`config.mk`:
```
export PLATFORM = sky130hd
export DESIGN_NAME = json_tokenizer
export DESIGN_NICKNAME = d
export VERILOG_FILES = /design/src/hdl/jtok_pkg.sv /design/src/hdl/jtok_front.sv /design/src/hdl/jtok_queue.sv /design/src/hdl/jtok_back.sv /design/src/hdl/json_tokenizer.sv
export SDC_FILE = /design/constraint.sdc
export NUM_CORES = 1
export LEC_CHECK = 0
export ABC_AREA = 1
export BUFFER_PORTS_ARGS = -buffer_cell sky130_fd_sc_hd__buf_2
export CAP_MARGIN = 20
export CORE_MARGIN = 3
export CORE_UTILIZATION = 46
export DETAILED_ROUTE_END_ITERATION = 10
export SYNTH_ARGS = -nofsm -noshare
export SYNTH_HDL_FRONTEND = slang
export SYNTH_SLANG_ARGS = --single-unit
```
`constraint.sdc`:
```
create_clock -name clk -period 6.1 [get_ports clk]
set_clock_uncertainty 0.15 [all_clocks]
set_input_delay 0.61 -clock clk [delete_from_list [all_inputs] [get_ports clk]]
set_output_delay 0.61 -clock clk [all_outputs]
set_load 0.05 [all_outputs]
```
`src/hdl/jtok_pkg.sv`:
```
// ----------------------------------------------------------------------------
// jtok_pkg: shared types for the JSON tokenizer
// Result kinds, token types, the result item and the per-item result bundle
// that travels from the front end through the queue to the back end.
// ----------------------------------------------------------------------------
package jtok_pkg;

	localparam int MAX_RESULTS = 3;

	typedef enum logic [1:0] {
		KIND_CHAR  = 2'd0,
		KIND_END   = 2'd1,
		KIND_ERROR = 2'd2,
		KIND_DONE  = 2'd3
	} kind_t;

	typedef enum logic [1:0] {
		TYPE_BARE  = 2'd0,
		TYPE_STR   = 2'd1,
		TYPE_PUNCT = 2'd2
	} ttype_t;

	typedef struct packed {
		kind_t       kind;
		logic [15:0] code;
		ttype_t      ttype;
	} result_t;

	// count is the number of valid entries in res, starting at res[0].
	typedef struct packed {
		logic [1:0]                     count;
		result_t [MAX_RESULTS-1:0]      res;
	} bundle_t;

	typedef struct packed {
		logic full;
		logic empty;
	} qstat_t;

	function automatic result_t mk_result(kind_t kind, logic [15:0] code, ttype_t ttype);
		result_t r;
		r.kind  = kind;
		r.code  = code;
		r.ttype = ttype;
		return r;
	endfunction

endpackage

```
`src/hdl/jtok_front.sv`:
```
// ----------------------------------------------------------------------------
// jtok_front: lexer front end
// Accepts text bytes, advances the lexer state and builds the bundle of
// results that each byte causes, pushing it into the result queue.
// ----------------------------------------------------------------------------
module jtok_front (
	input  logic               clk,
	input  logic               arst_n,
	input  logic [7:0]         text_byte,
	input  logic               end_of_text,
	input  logic               text_valid,
	output logic               text_stall,
	input  jtok_pkg::qstat_t   qstat,
	output logic               push,
	output jtok_pkg::bundle_t  push_data
);

	typedef enum logic [5:0] {
		M_IDLE = 6'b000001,
		M_BARE = 6'b000010,
		M_STR  = 6'b000100,
		M_ESC  = 6'b001000,
		M_HEX  = 6'b010000,
		M_ERR  = 6'b100000
	} mode_t;

	localparam logic [7:0] CH_SPACE  = 8'h20;
	localparam logic [7:0] CH_TAB    = 8'h09;
	localparam logic [7:0] CH_LF     = 8'h0A;
	localparam logic [7:0] CH_CR     = 8'h0D;
	localparam logic [7:0] CH_COLON  = 8'h3A;
	localparam logic [7:0] CH_COMMA  = 8'h2C;
	localparam logic [7:0] CH_LBRACE = 8'h7B;
	localparam logic [7:0] CH_RBRACE = 8'h7D;
	localparam logic [7:0] CH_LBRACK = 8'h5B;
	localparam logic [7:0] CH_RBRACK = 8'h5D;
	localparam logic [7:0] CH_QUOTE  = 8'h22;
	localparam logic [7:0] CH_BSLASH = 8'h5C;
	localparam logic [7:0] CH_SLASH  = 8'h2F;
	localparam logic [7:0] CH_LOW_B  = 8'h62;
	localparam logic [7:0] CH_LOW_N  = 8'h6E;
	localparam logic [7:0] CH_LOW_R  = 8'h72;
	localparam logic [7:0] CH_LOW_T  = 8'h74;
	localparam logic [7:0] CH_LOW_U  = 8'h75;

	mode_t             mode_q, mode_d;
	logic [1:0]        hex_cnt_q, hex_cnt_d;
	logic [15:0]       acc_q, acc_d;
	jtok_pkg::bundle_t bnd;
	logic              accept;
	logic              is_punct, is_space, is_digit, is_uhex;
	logic [3:0]        hex_val;
	logic [15:0]       acc_new;
	logic [15:0]       chr;

	assign chr      = {8'h00, text_byte};
	assign is_punct = text_byte inside {CH_COLON, CH_COMMA, CH_LBRACE, CH_RBRACE,
		CH_LBRACK, CH_RBRACK};
	assign is_space = text_byte inside {CH_SPACE, CH_TAB, CH_LF, CH_CR};
	assign is_digit = text_byte inside {[8'h30:8'h39]};
	assign is_uhex  = text_byte inside {[8'h41:8'h46]};
	assign hex_val  = is_digit ? text_byte[3:0] : text_byte[3:0] + 4'd9;
	assign acc_new  = {acc_q[11:0], hex_val};

	always_comb begin
		mode_d    = mode_q;
		hex_cnt_d = hex_cnt_q;
		acc_d     = acc_q;
		bnd       = '0;
		if (end_of_text) begin
			if (mode_q == M_BARE) begin
				bnd.res[0] = jtok_pkg::mk_result(jtok_pkg::KIND_END, 16'h0000,
					jtok_pkg::TYPE_BARE);
				bnd.res[1] = jtok_pkg::mk_result(jtok_pkg::KIND_DONE, 16'h0000,
					jtok_pkg::TYPE_BARE);
				bnd.count  = 2'd2;
			end else if (mode_q == M_STR || mode_q == M_ESC || mode_q == M_HEX) begin
				bnd.res[0] = jtok_pkg::mk_result(jtok_pkg::KIND_ERROR, 16'h0000,
					jtok_pkg::TYPE_BARE);
				bnd.res[1] = jtok_pkg::mk_result(jtok_pkg::KIND_DONE, 16'h0000,
					jtok_pkg::TYPE_BARE);
				bnd.count  = 2'd2;
			end else begin
				bnd.res[0] = jtok_pkg::mk_result(jtok_pkg::KIND_DONE, 16'h0000,
					jtok_pkg::TYPE_BARE);
				bnd.count  = 2'd1;
			end
			mode_d    = M_IDLE;
			hex_cnt_d = 2'd0;
			acc_d     = 16'h0000;
		end else begin
			case (mode_q)
				M_BARE: begin
					if (is_punct) begin
						bnd.res[0] = jtok_pkg::mk_result(jtok_pkg::KIND_END, 16'h0000,
							jtok_pkg::TYPE_BARE);
						bnd.res[1] = jtok_pkg::mk_result(jtok_pkg::KIND_CHAR, chr,
							jtok_pkg::TYPE_PUNCT);
						bnd.res[2] = jtok_pkg::mk_result(jtok_pkg::KIND_END, 16'h0000,
							jtok_pkg::TYPE_PUNCT);
						bnd.count  = 2'd3;
						mode_d     = M_IDLE;
					end else if (text_byte == CH_QUOTE) begin
						mode_d = M_STR;
					end else begin
						bnd.res[0] = jtok_pkg::mk_result(jtok_pkg::KIND_CHAR, chr,
							jtok_pkg::TYPE_BARE);
						bnd.count  = 2'd1;
					end
				end
				M_STR: begin
					if (text_byte == CH_BSLASH) begin
						mode_d = M_ESC;
					end else if (text_byte == CH_QUOTE) begin
						bnd.res[0] = jtok_pkg::mk_result(jtok_pkg::KIND_END, 16'h0000,
							jtok_pkg::TYPE_STR);
						bnd.count  = 2'd1;
						mode_d     = M_IDLE;
					end else begin
						bnd.res[0] = jtok_pkg::mk_result(jtok_pkg::KIND_CHAR, chr,
							jtok_pkg::TYPE_STR);
						bnd.count  = 2'd1;
					end
				end
				M_ESC: begin
					bnd.count  = 2'd1;
					mode_d     = M_STR;
					case (text_byte)
						CH_BSLASH, CH_SLASH, CH_QUOTE: begin
							bnd.res[0] = jtok_pkg::mk_result(jtok_pkg::KIND_CHAR, chr,
								jtok_pkg::TYPE_STR);
						end
						CH_LOW_B: begin
							bnd.res[0] = jtok_pkg::mk_result(jtok_pkg::KIND_CHAR,
								{8'h00, CH_BSLASH & 8'h00 | 8'h08}, jtok_pkg::TYPE_STR);
						end
						CH_LOW_N: begin
							bnd.res[0] = jtok_pkg::mk_result(jtok_pkg::KIND_CHAR,
								{8'h00, CH_LF}, jtok_pkg::TYPE_STR);
						end
						CH_LOW_R: begin
							bnd.res[0] = jtok_pkg::mk_result(jtok_pkg::KIND_CHAR,
								{8'h00, CH_CR}, jtok_pkg::TYPE_STR);
						end
						CH_LOW_T: begin
							bnd.res[0] = jtok_pkg::mk_result(jtok_pkg::KIND_CHAR,
								{8'h00, CH_TAB}, jtok_pkg::TYPE_STR);
						end
						CH_LOW_U: begin
							bnd.count = 2'd0;
							mode_d    = M_HEX;
							hex_cnt_d = 2'd0;
							acc_d     = 16'h0000;
						end
						default: begin
							bnd.res[0] = jtok_pkg::mk_result(jtok_pkg::KIND_ERROR, 16'h0000,
								jtok_pkg::TYPE_BARE);
							mode_d     = M_ERR;
							hex_cnt_d  = 2'd0;
							acc_d      = 16'h0000;
						end
					endcase
				end
				M_HEX: begin
					if (is_digit || is_uhex) begin
						if (hex_cnt_q == 2'd3) begin
							// Fourth digit: emit the whole accumulated code.
							bnd.res[0] = jtok_pkg::mk_result(jtok_pkg::KIND_CHAR, acc_new,
								jtok_pkg::TYPE_STR);
							bnd.count  = 2'd1;
							mode_d     = M_STR;
							hex_cnt_d  = 2'd0;
							acc_d      = 16'h0000;
						end else begin
							hex_cnt_d = hex_cnt_q + 2'd1;
							acc_d     = acc_new;
						end
					end else begin
						bnd.res[0] = jtok_pkg::mk_result(jtok_pkg::KIND_ERROR, 16'h0000,
							jtok_pkg::TYPE_BARE);
						bnd.count  = 2'd1;
						mode_d     = M_ERR;
						hex_cnt_d  = 2'd0;
						acc_d      = 16'h0000;
					end
				end
				M_ERR: begin
					mode_d = M_ERR;
				end
				default: begin
					if (is_space) begin
						mode_d = M_IDLE;
					end else if (is_punct) begin
						bnd.res[0] = jtok_pkg::mk_result(jtok_pkg::KIND_CHAR, chr,
							jtok_pkg::TYPE_PUNCT);
						bnd.res[1] = jtok_pkg::mk_result(jtok_pkg::KIND_END, 16'h0000,
							jtok_pkg::TYPE_PUNCT);
						bnd.count  = 2'd2;
						mode_d     = M_IDLE;
					end else if (text_byte == CH_QUOTE) begin
						mode_d = M_STR;
					end else begin
						bnd.res[0] = jtok_pkg::mk_result(jtok_pkg::KIND_CHAR, chr,
							jtok_pkg::TYPE_BARE);
						bnd.count  = 2'd1;
						mode_d     = M_BARE;
					end
				end
			endcase
		end
	end

	assign text_stall = qstat.full;
	assign accept     = text_valid & ~qstat.full;
	assign push       = accept & (bnd.count != 2'd0);
	assign push_data  = bnd;

	always_ff @(posedge clk or negedge arst_n) begin
		if (!arst_n) begin
			mode_q    <= M_IDLE;
			hex_cnt_q <= 2'd0;
			acc_q     <= 16'h0000;
		end else if (accept) begin
			mode_q    <= mode_d;
			hex_cnt_q <= hex_cnt_d;
			acc_q     <= acc_d;
		end
	end

endmodule

```
`src/hdl/jtok_queue.sv`:
```
// ----------------------------------------------------------------------------
// jtok_queue: result bundle queue
// A short first-in first-out queue of result bundles between the front end
// and the back end, so that each side can stall on its own.
// ----------------------------------------------------------------------------
module jtok_queue #(
	parameter int DEPTH = 4
) (
	input  logic               clk,
	input  logic               arst_n,
	input  logic               push,
	input  jtok_pkg::bundle_t  push_data,
	input  logic               pop,
	output jtok_pkg::bundle_t  head,
	output jtok_pkg::qstat_t   qstat
);

	localparam int PW = (DEPTH > 1) ? $clog2(DEPTH) : 1;
	localparam int CW = $clog2(DEPTH + 1);
	localparam logic [PW-1:0] LAST_PTR = PW'(DEPTH - 1);
	localparam logic [CW-1:0] FULL_CNT = CW'(DEPTH);

	jtok_pkg::bundle_t mem_q [DEPTH];
	logic [PW-1:0]     wr_ptr_q, rd_ptr_q;
	logic [CW-1:0]     cnt_q;
	logic              do_push, do_pop;

	assign qstat.full  = (cnt_q == FULL_CNT);
	assign qstat.empty = (cnt_q == '0);
	assign do_push     = push & ~qstat.full;
	assign do_pop      = pop & ~qstat.empty;
	assign head        = mem_q[rd_ptr_q];

	always_ff @(posedge clk or negedge arst_n) begin
		if (!arst_n) begin
			wr_ptr_q <= '0;
			rd_ptr_q <= '0;
			cnt_q    <= '0;
		end else begin
			if (do_push) begin
				wr_ptr_q <= (wr_ptr_q == LAST_PTR) ? '0 : wr_ptr_q + PW'(1);
			end
			if (do_pop) begin
				rd_ptr_q <= (rd_ptr_q == LAST_PTR) ? '0 : rd_ptr_q + PW'(1);
			end
			if (do_push && !do_pop) begin
				cnt_q <= cnt_q + CW'(1);
			end else if (do_pop && !do_push) begin
				cnt_q <= cnt_q - CW'(1);
			end
		end
	end

	always_ff @(posedge clk) begin
		if (do_push) begin
			mem_q[wr_ptr_q] <= push_data;
		end
	end

endmodule

```
`src/hdl/jtok_back.sv`:
```
// ----------------------------------------------------------------------------
// jtok_back: result serializer
// Takes the bundle at the head of the queue apart into single result items
// and drives them through the output register, one item per cycle unless stalled.
// ----------------------------------------------------------------------------
module jtok_back (
	input  logic               clk,
	input  logic               arst_n,
	input  jtok_pkg::qstat_t   qstat,
	input  jtok_pkg::bundle_t  head,
	output logic               pop,
	output logic               token_valid,
	input  logic               token_stall,
	output logic [1:0]         kind,
	output logic [15:0]        char_code,
	output logic [1:0]         token_type,
	output logic               last
);

	logic              valid_q;
	logic [1:0]        idx_q;
	jtok_pkg::result_t cur;
	jtok_pkg::result_t res_q;
	logic              last_q;
	logic              load, take, is_last;

	always_comb begin
		case (idx_q)
			2'd0:    cur = head.res[0];
			2'd1:    cur = head.res[1];
			default: cur = head.res[2];
		endcase
	end

	assign is_last = (idx_q == head.count - 2'd1);
	assign load    = ~valid_q | ~token_stall;
	assign take    = load & ~qstat.empty;
	assign pop     = take & is_last;

	always_ff @(posedge clk or negedge arst_n) begin
		if (!arst_n) begin
			valid_q <= 1'b0;
			idx_q   <= 2'd0;
		end else if (take) begin
			valid_q <= 1'b1;
			idx_q   <= is_last ? 2'd0 : idx_q + 2'd1;
		end else if (load) begin
			valid_q <= 1'b0;
		end
	end

	always_ff @(posedge clk) begin
		if (take) begin
			res_q  <= cur;
			last_q <= is_last;
		end
	end

	assign token_valid = valid_q;
	assign kind        = res_q.kind;
	assign char_code   = res_q.code;
	assign token_type  = res_q.ttype;
	assign last        = last_q;

endmodule

```
`src/hdl/json_tokenizer.sv`:
```
// ----------------------------------------------------------------------------
// json_tokenizer: streaming JSON lexer
// Turns JSON text, one byte per item, into token characters and token-end,
// error and end-of-text marks, with string escapes decoded.
// ----------------------------------------------------------------------------
//
// Channel   Direction  Handshake                  Payload
// text      in         text_valid / text_stall    text_byte, end_of_text
// token     out        token_valid / token_stall  kind, char_code, token_type, last
//
// The front end takes one text item per cycle whenever the result queue has
// room. Each item causes zero to three result items; the output register
// sends one result item per cycle while token_stall is low, so the sustained
// rate is one text item per cycle while items average at most one result,
// and the output port sets it otherwise. The first result item of a text
// item goes through the queue and the output register before it shows on
// the token ports. Reset clears the lexer state, the queue and the output valid.
// A stall on the token side fills the queue and then raises text_stall; a
// silent text side simply lets the queue drain.
module json_tokenizer #(
	parameter int QUEUE_DEPTH = 4
) (
	input  logic        clk,
	input  logic        arst_n,
	input  logic [7:0]  text_byte,
	input  logic        end_of_text,
	input  logic        text_valid,
	output logic        text_stall,
	output logic [1:0]  kind,
	output logic [15:0] char_code,
	output logic [1:0]  token_type,
	output logic        last,
	output logic        token_valid,
	input  logic        token_stall
);

	// Each queue entry holds every result of one text item, so the front end
	// waits on the token side only once QUEUE_DEPTH bundles fill the queue.
	jtok_pkg::bundle_t push_data, head;
	jtok_pkg::qstat_t  qstat;
	logic              push, pop;

	jtok_front u_front (
		.clk        (clk),
		.arst_n     (arst_n),
		.text_byte  (text_byte),
		.end_of_text(end_of_text),
		.text_valid (text_valid),
		.text_stall (text_stall),
		.qstat      (qstat),
		.push       (push),
		.push_data  (push_data)
	);

	jtok_queue #(
		.DEPTH(QUEUE_DEPTH)
	) u_queue (
		.clk      (clk),
		.arst_n   (arst_n),
		.push     (push),
		.push_data(push_data),
		.pop      (pop),
		.head     (head),
		.qstat    (qstat)
	);

	// The back end walks through the head bundle and marks its final result.
	jtok_back u_back (
		.clk        (clk),
		.arst_n     (arst_n),
		.qstat      (qstat),
		.head       (head),
		.pop        (pop),
		.token_valid(token_valid),
		.token_stall(token_stall),
		.kind       (kind),
		.char_code  (char_code),
		.token_type (token_type),
		.last       (last)
	);

endmodule

```
# After elaboration in Yosys (flattened, before gate mapping)
# Memories as Yosys holds them, arrays and structs flattened.
# Index checks and enable logic that the tools add are counted.
# word_totals
regBits	51
ramBits	248
in_bits	13
output_inout_bits	23
word_cells	155
n_memories	1
# mem_list
name	depth	width	read_ports	rd_clocked_by_memory_dff	wr	line	rtl
u_queue.mem_q	4	62	1	0	1	jtok_queue.sv:23	jtok_pkg::bundle_t mem_q [DEPTH];
# op_classes
addsub	8
n_lt_le_gt_ge	4
n_eq_ne	33
mux	64
bitwise	11
reduce_logical	22
# ops
op	n
$mux W20	7
$mux W40	3
$pmux W20 S6	1
$pmux W20 S5	1
$eq A8 B7 Y1 const B	10
$pmux W20 S2	2
$mux W19	3
$mux W12	4
$mux W6	8
$eq A8 B6 Y1 const B	5
$mux W39	1
$pmux W6 S5	1
$mux W2	13
$eq A8 B4 Y1 const B	3
$pmux W12 S2	1
$mux W18	1
$mux W3	4
$pmux W6 S2	1
$mux W10	1
$pmux W2 S5	1
$mux W1	9
$add A2 B1 Y2 const B	4
$ge A8 B6 Y1 const B	1
$ge A8 B7 Y1 const B	1
37 further kinds	56

# Longest topological paths before layout
# logic_depth
depth_word	13
mapped_depth	19
depth_no_buf	19

# Modules after synthesis
# Synthesis repeated with hierarchy kept, for this count alone.
# hier_totals
hier_cells	1346
hier_area_um2	14695.3
# modules_own_cells
module	n_inst	cells_per_inst	area_each_um2	seq_area_each_um2
jtok_queue	1	784	10672.7	7622.3
jtok_front	1	441	2726.4	501.7
jtok_back	1	121	1296.2	705.7

# Worst setup path after synthesis
# No wires, ideal clock.
# synth_path
path_type	input port to flip-flop
from	in text_byte[1]
to	mem u_queue.mem_q[0][0] in the netlist's numbering, enable pin
setup_time_ns	0.425
arrival_ns	3.215
required_time_ns	5.525
path_slack_ns	2.310
cell_stages	12
path_buffers	0
cell_sequence	inv_1 ha_1 inv_1 nor2_4 nand2_2 nand3_1 nand2_1 a21oi_2 nor2_1 nand3_2 nand2_2 nor2_1
# synth_between
elab_chain_len	11
word_cells_on_any_way	36
classes_between	order compare (4); eq/ne (13); mux (11); bitwise (2); reduce/logical (6)
# synth_rtl
item	line	rtl
start: declaration	json_tokenizer.sv:25	input logic [7:0] text_byte,
$ge A8 B6 Y1 (tied with other cells)	jtok_front.sv:60	assign is_digit = text_byte inside {[8'h30:8'h39]};
$logic_and A1 B1 Y1 (tied with other cells)	jtok_front.sv:60	
$logic_or A1 B1 Y1 / $mux W2 (equally long branches)	jtok_front.sv:165, jtok_front.sv:193	
$mux W1 / $mux W2 (equally long branches)	jtok_front.sv:165, jtok_front.sv:191	
$pmux W2 S5 *	jtok_front.sv:92	case (mode_q)
$mux W2 *	jtok_front.sv:70	if (end_of_text) begin
$reduce_bool A2 Y1 *	jtok_front.sv:215	assign push = accept & (bnd.count != 2'd0);
$and A1 B1 Y1 *	jtok_front.sv:215	
$and A1 B1 Y1 *	jtok_queue.sv:30	assign do_push = push & ~qstat.full;
$mux W1 *	jtok_queue.sv:55	if (do_push) begin
$mux W1 (not written as such) *	jtok_queue.sv:56	mem_q[wr_ptr_q] <= push_data;
end: declaration	jtok_queue.sv:23	
# Every way passes the cells marked *; elsewhere a longest branch is shown, timed or not.

# Worst setup path in the final report
# layout_path
from	reg u_queue.rd_ptr_q[0]
to	reg u_queue.cnt_q[1]
# layout_between
elab_chain_len	8
word_cells_on_any_way	10
classes_between	add/sub (1); eq/ne (1); mux (1); bitwise (2); reduce/logical (4); memory (1)
# layout_rtl
item	line	rtl
start: declaration	jtok_queue.sv:24	logic [PW-1:0] wr_ptr_q, rd_ptr_q;
start signal: assignment	jtok_queue.sv:44	rd_ptr_q <= (rd_ptr_q == LAST_PTR) ? '0 : rd_ptr_q + PW'(1);
$mem_v2 Z4 W62 *	n/a	
$sub A2 B1 Y2 *	jtok_back.sv:35	assign is_last = (idx_q == head.count - 2'd1);
$eq A2 B2 Y1 *	jtok_back.sv:35	
$and A1 B1 Y1 *	jtok_back.sv:38	assign pop = take & is_last;
$and A1 B1 Y1 *	jtok_queue.sv:31	assign do_pop = pop & ~qstat.empty;
$logic_not A1 Y1	jtok_queue.sv:46	if (do_push && !do_pop) begin
$logic_and A1 B1 Y1	jtok_queue.sv:46	
$mux W3 / $reduce_bool A2 Y1 (equally long branches)	n/a	
end signal: assignment	jtok_queue.sv:47	cnt_q <= cnt_q + CW'(1);
end signal: assignment	jtok_queue.sv:49	cnt_q <= cnt_q - CW'(1);
end: declaration	jtok_queue.sv:25	logic [CW-1:0] cnt_q;
# Marked as above.
# A chain may end at the register's enable or synchronous reset.

==> results.yml <==
run_status:
  status: "finished clean"
synthesis:
  synth_area_leaders: "edfxtp_1, dfrtp_1, nor2_1, nand2_1, o21ai_0"
  synth_xor_area_frac: 0.00601
  yosysWarningCount: 0
  ys_async_sr_fraction: 0.160
  synthMuxAreaShare: 0.00129
  ys_types: 48
  synthSimpleGateAreaFrac: 0.183
  yosysTopAreaCell: "edfxtp_1"
  synthCells: 811
  ys_seq_area_frac: 0.626
  synth_edf_count: 157
  synthesis.area_um2: 8740
  ys.flop_type: "edfxtp_1"
  synth_top_family_by_area: "simple AND/OR/NAND/NOR gates"
  synth-seq-cells: 187
  synth_top_area_frac: 0.540
  synth_fa_ha_area_frac: 0.0223
  synth_compound_area_frac: 0.112
  postSynthAreaPerCell_um2: 10.8
sta:
  max_clock_freq_mhz: 267
  worst_pin_slew_ns: 1.00
  setup_viol_count_final: 0
  hold_viol_final: 0
  rsz0062_at_grt: "no"
  final_max_slew_viol_count: 0
  slew_headroom: 0.331
  setup_tns_ns: 0
  period_minus_slack_ns: 3.74
  fin_crit_sh: 0.613
global_route:
  antenna_found_initial: 0
  grt.total_usage: 0.199
  grt_pass1_wl_mm: 31.0
  grt_max_degree: 72
  grt_pass1_vias: 5783
  grt.overflow.total: 0
cts:
  post_cts_buffers: 0
  cts-root-buf: "clkbuf_16"
  cts_resized: 0
  worstSkewPairLatency_ns: 0.43
  clkTransAtPathRegs_ns: 0.07
  cts_tree: "built"
  cts_made_buffers: 17
  ctsHoldBuffers: 0
  h-tree-depth: 4
  clock_sink_count: 187
  clockBufferDepth: 2
setup_path:
  worstPathArrival_ns: 3.91
  rrSetupSlack_ns: 2.36
  rr_endpoint: "u_queue.cnt_q[1]"
  crit_buf_inv: 4
  crit_chain: "buf_4 > inv_1 > nand2_1 > nand3_1 > nand2_1 > xor2_1 > o21bai_1 > nand2_1 > nor2_2 > inv_1 > ha_1 > inv_1 > fa_1 > mux2_2"
  critPathCaptureType: "flip-flop"
  worst-path-max-fanout: 71
  rr_worst_depth: 14
  cp_slowest_cell: "buf_4"
  critical_path_class: "flip-flop to flip-flop"
  crit_path_max_incr_delay_ns: 0.56
  r2r_start: "u_queue.rd_ptr_q[0]"
  critPathLaunchType: "flip-flop"
  required_ns: 6.27
  crit_family: "buffers and inverters"
worst_hold_path:
  min_path_type: "primary input to async pin"
detailed_routing:
  vias_per_cell: 5.51
  drt_iter0_markers: 448
  postRouteWirelength_mm: 19.7
  avgRoutedWirePerCell_um: 18.2
  vias: 5976
  drcViolationCount: 0
  drt-pass1-iter-count: 5
  final_antenna_net_count: 0
cells_and_area:
  multiInputGateArea_um2: 2880
  drive_gt1_frac: 0.188
  diodes: 0
  seqCellArea_um2: 5470
  num-fill-cells: 1570
  nets: 870
  syn2layout_area_growth_pct: 12.2
place:
  gp_congestion: 0.895
  hpwl_mm: 12.9
  port-buffer-count: 35
run:
  cap_violations: 0
power:
  fin_total_pwr_w: 0.00492
  power.leakage_nw: 3.81
  power.density_nw_per_um2: 502
  vdd_drop_max_uv: 241
floorplan:
  ios: 36
  core_um2: 18300
  die_w_um: 144
  dieArea_um2: 20700
  start_util: 0.477
  die_h_um: 144
  num_rows: 49
logic make-up after synthesis:
logic type	after synthesis
adder cells (fa/ha/maj)	15
other	1
AO/OA/AOI/OAI	166
multiplexers	1
AND/OR/NAND/NOR	335
XOR/XNOR	6
buffers and inverters	100
flip-flops	187
cells in the mapped netlist (10+ instances only):
cell type / instances
edfxtp_1: 157
nor2_1: 124
nand2_1: 114
o21ai_0: 81
inv_1: 48
nand3_1: 30
dfrtp_1: 29
o22ai_1: 22
a21oi_1: 21
clkbuf_1: 18
nand2_2: 17
ha_1: 14
inv_2: 14
o21ai_2: 11
nand3_2: 10
through the flow:
step | utilization | area, um2 | std cells | hold WS [ns] | worst slack, ns
after global routing | 0.535 | 9800 | 1084 | 0.135 | 2.02
after global placement | 0.496 | 9090 | 1048 | 0.316 | 2.40
final | 0.535 | 9800 | 1084 | 0.0899 | 2.36
after CTS | 0.530 | 9710 | 1080 | 0.111 | 2.34
after floorplan | - | 8750 | 814 | 0.164 | 2.31
after detailed placement | 0.496 | 9090 | 1048 | 0.331 | 2.32
cell type report:
type,count,area share
clock buffers,20,0.0445
clock inverters,12,0.0191
inverters,66,0.0258
multi-input cells,527,0.294
flip-flops and latches,187,0.558
well taps,229,0.0292
repair buffers,43,0.0299
report_power, final:
| part | internal, W | switching, W |
|---|---|---|
| sequential | 0.00182 | 0.0000847 |
| clock | 0.000693 | 0.000469 |
| combinational | 0.000505 | 0.00135 |
state kept, by name, summed over array words and instances, names as in the netlist:
name / cells
u_front.acc_q: 12
u_queue.mem_q: 136
u_back.char_code: 16
u_queue.wr_ptr_q: 2
u_back.token_type: 2
u_front.hex_cnt_q: 2
u_back.last: 1
u_front.mode_q: 6
u_queue.rd_ptr_q: 2
u_back.idx_q: 2
u_back.token_valid: 1
u_back.kind: 2
u_queue.cnt_q: 3
metal layers:
metal,vias to the layer above,track usage,share of wire
met5,-,0,0
met4,0,0.0679,0.022
met3,31,0.0389,0.048
met2,179,0.319,0.48
met1,2898,0.272,0.45
li1,2868,-,-
worst max-delay path by stage:
stage                             start                    to  slack [ns]  cells after the start
floorplan                  text_byte[1]   u_queue.mem_q[0][0]        2.31                     12
global placement            end_of_text  u_queue.mem_q[2][27]        2.40                      7
detailed placement          end_of_text  u_queue.mem_q[3][27]        2.32                      7
CTS                 u_queue.rd_ptr_q[0]      u_queue.cnt_q[1]        2.34                     14
global route        u_queue.rd_ptr_q[0]      u_queue.cnt_q[1]        2.02                     14
finish              u_queue.rd_ptr_q[0]      u_queue.cnt_q[1]        2.36                     14
cell usage in the layout (no fill, tap or decap), types with 4 or more instances in the layout:
cell       Yosys  routed
buf_2          7      35
a21oi_1       21      21
o21ai_2       11      11
clkbuf_16      0      17
bufinv_16      0       4
nand3_1       30      30
nor2_4         9      13
o22ai_1       22      22
xor2_1         5       5
inv_2         14      14
nand2_4        7       7
nand4_1        6       6
nor2_2         6       6
o21ai_1        8       8
o21ai_0       81      81
a22o_1         9       9
nor2_1       124     120
nand2_2       17      17
nand2_1      114     114
nor3_1         5       5
edfxtp_1     157     157
ha_1          14      14
inv_1         48      48
dfrtp_1       29      28
a31oi_1        4       4
buf_4          2       4
conb_1         1       4
nand3_2       10      10
No activity file was read; power rests on OpenSTA's default activity.
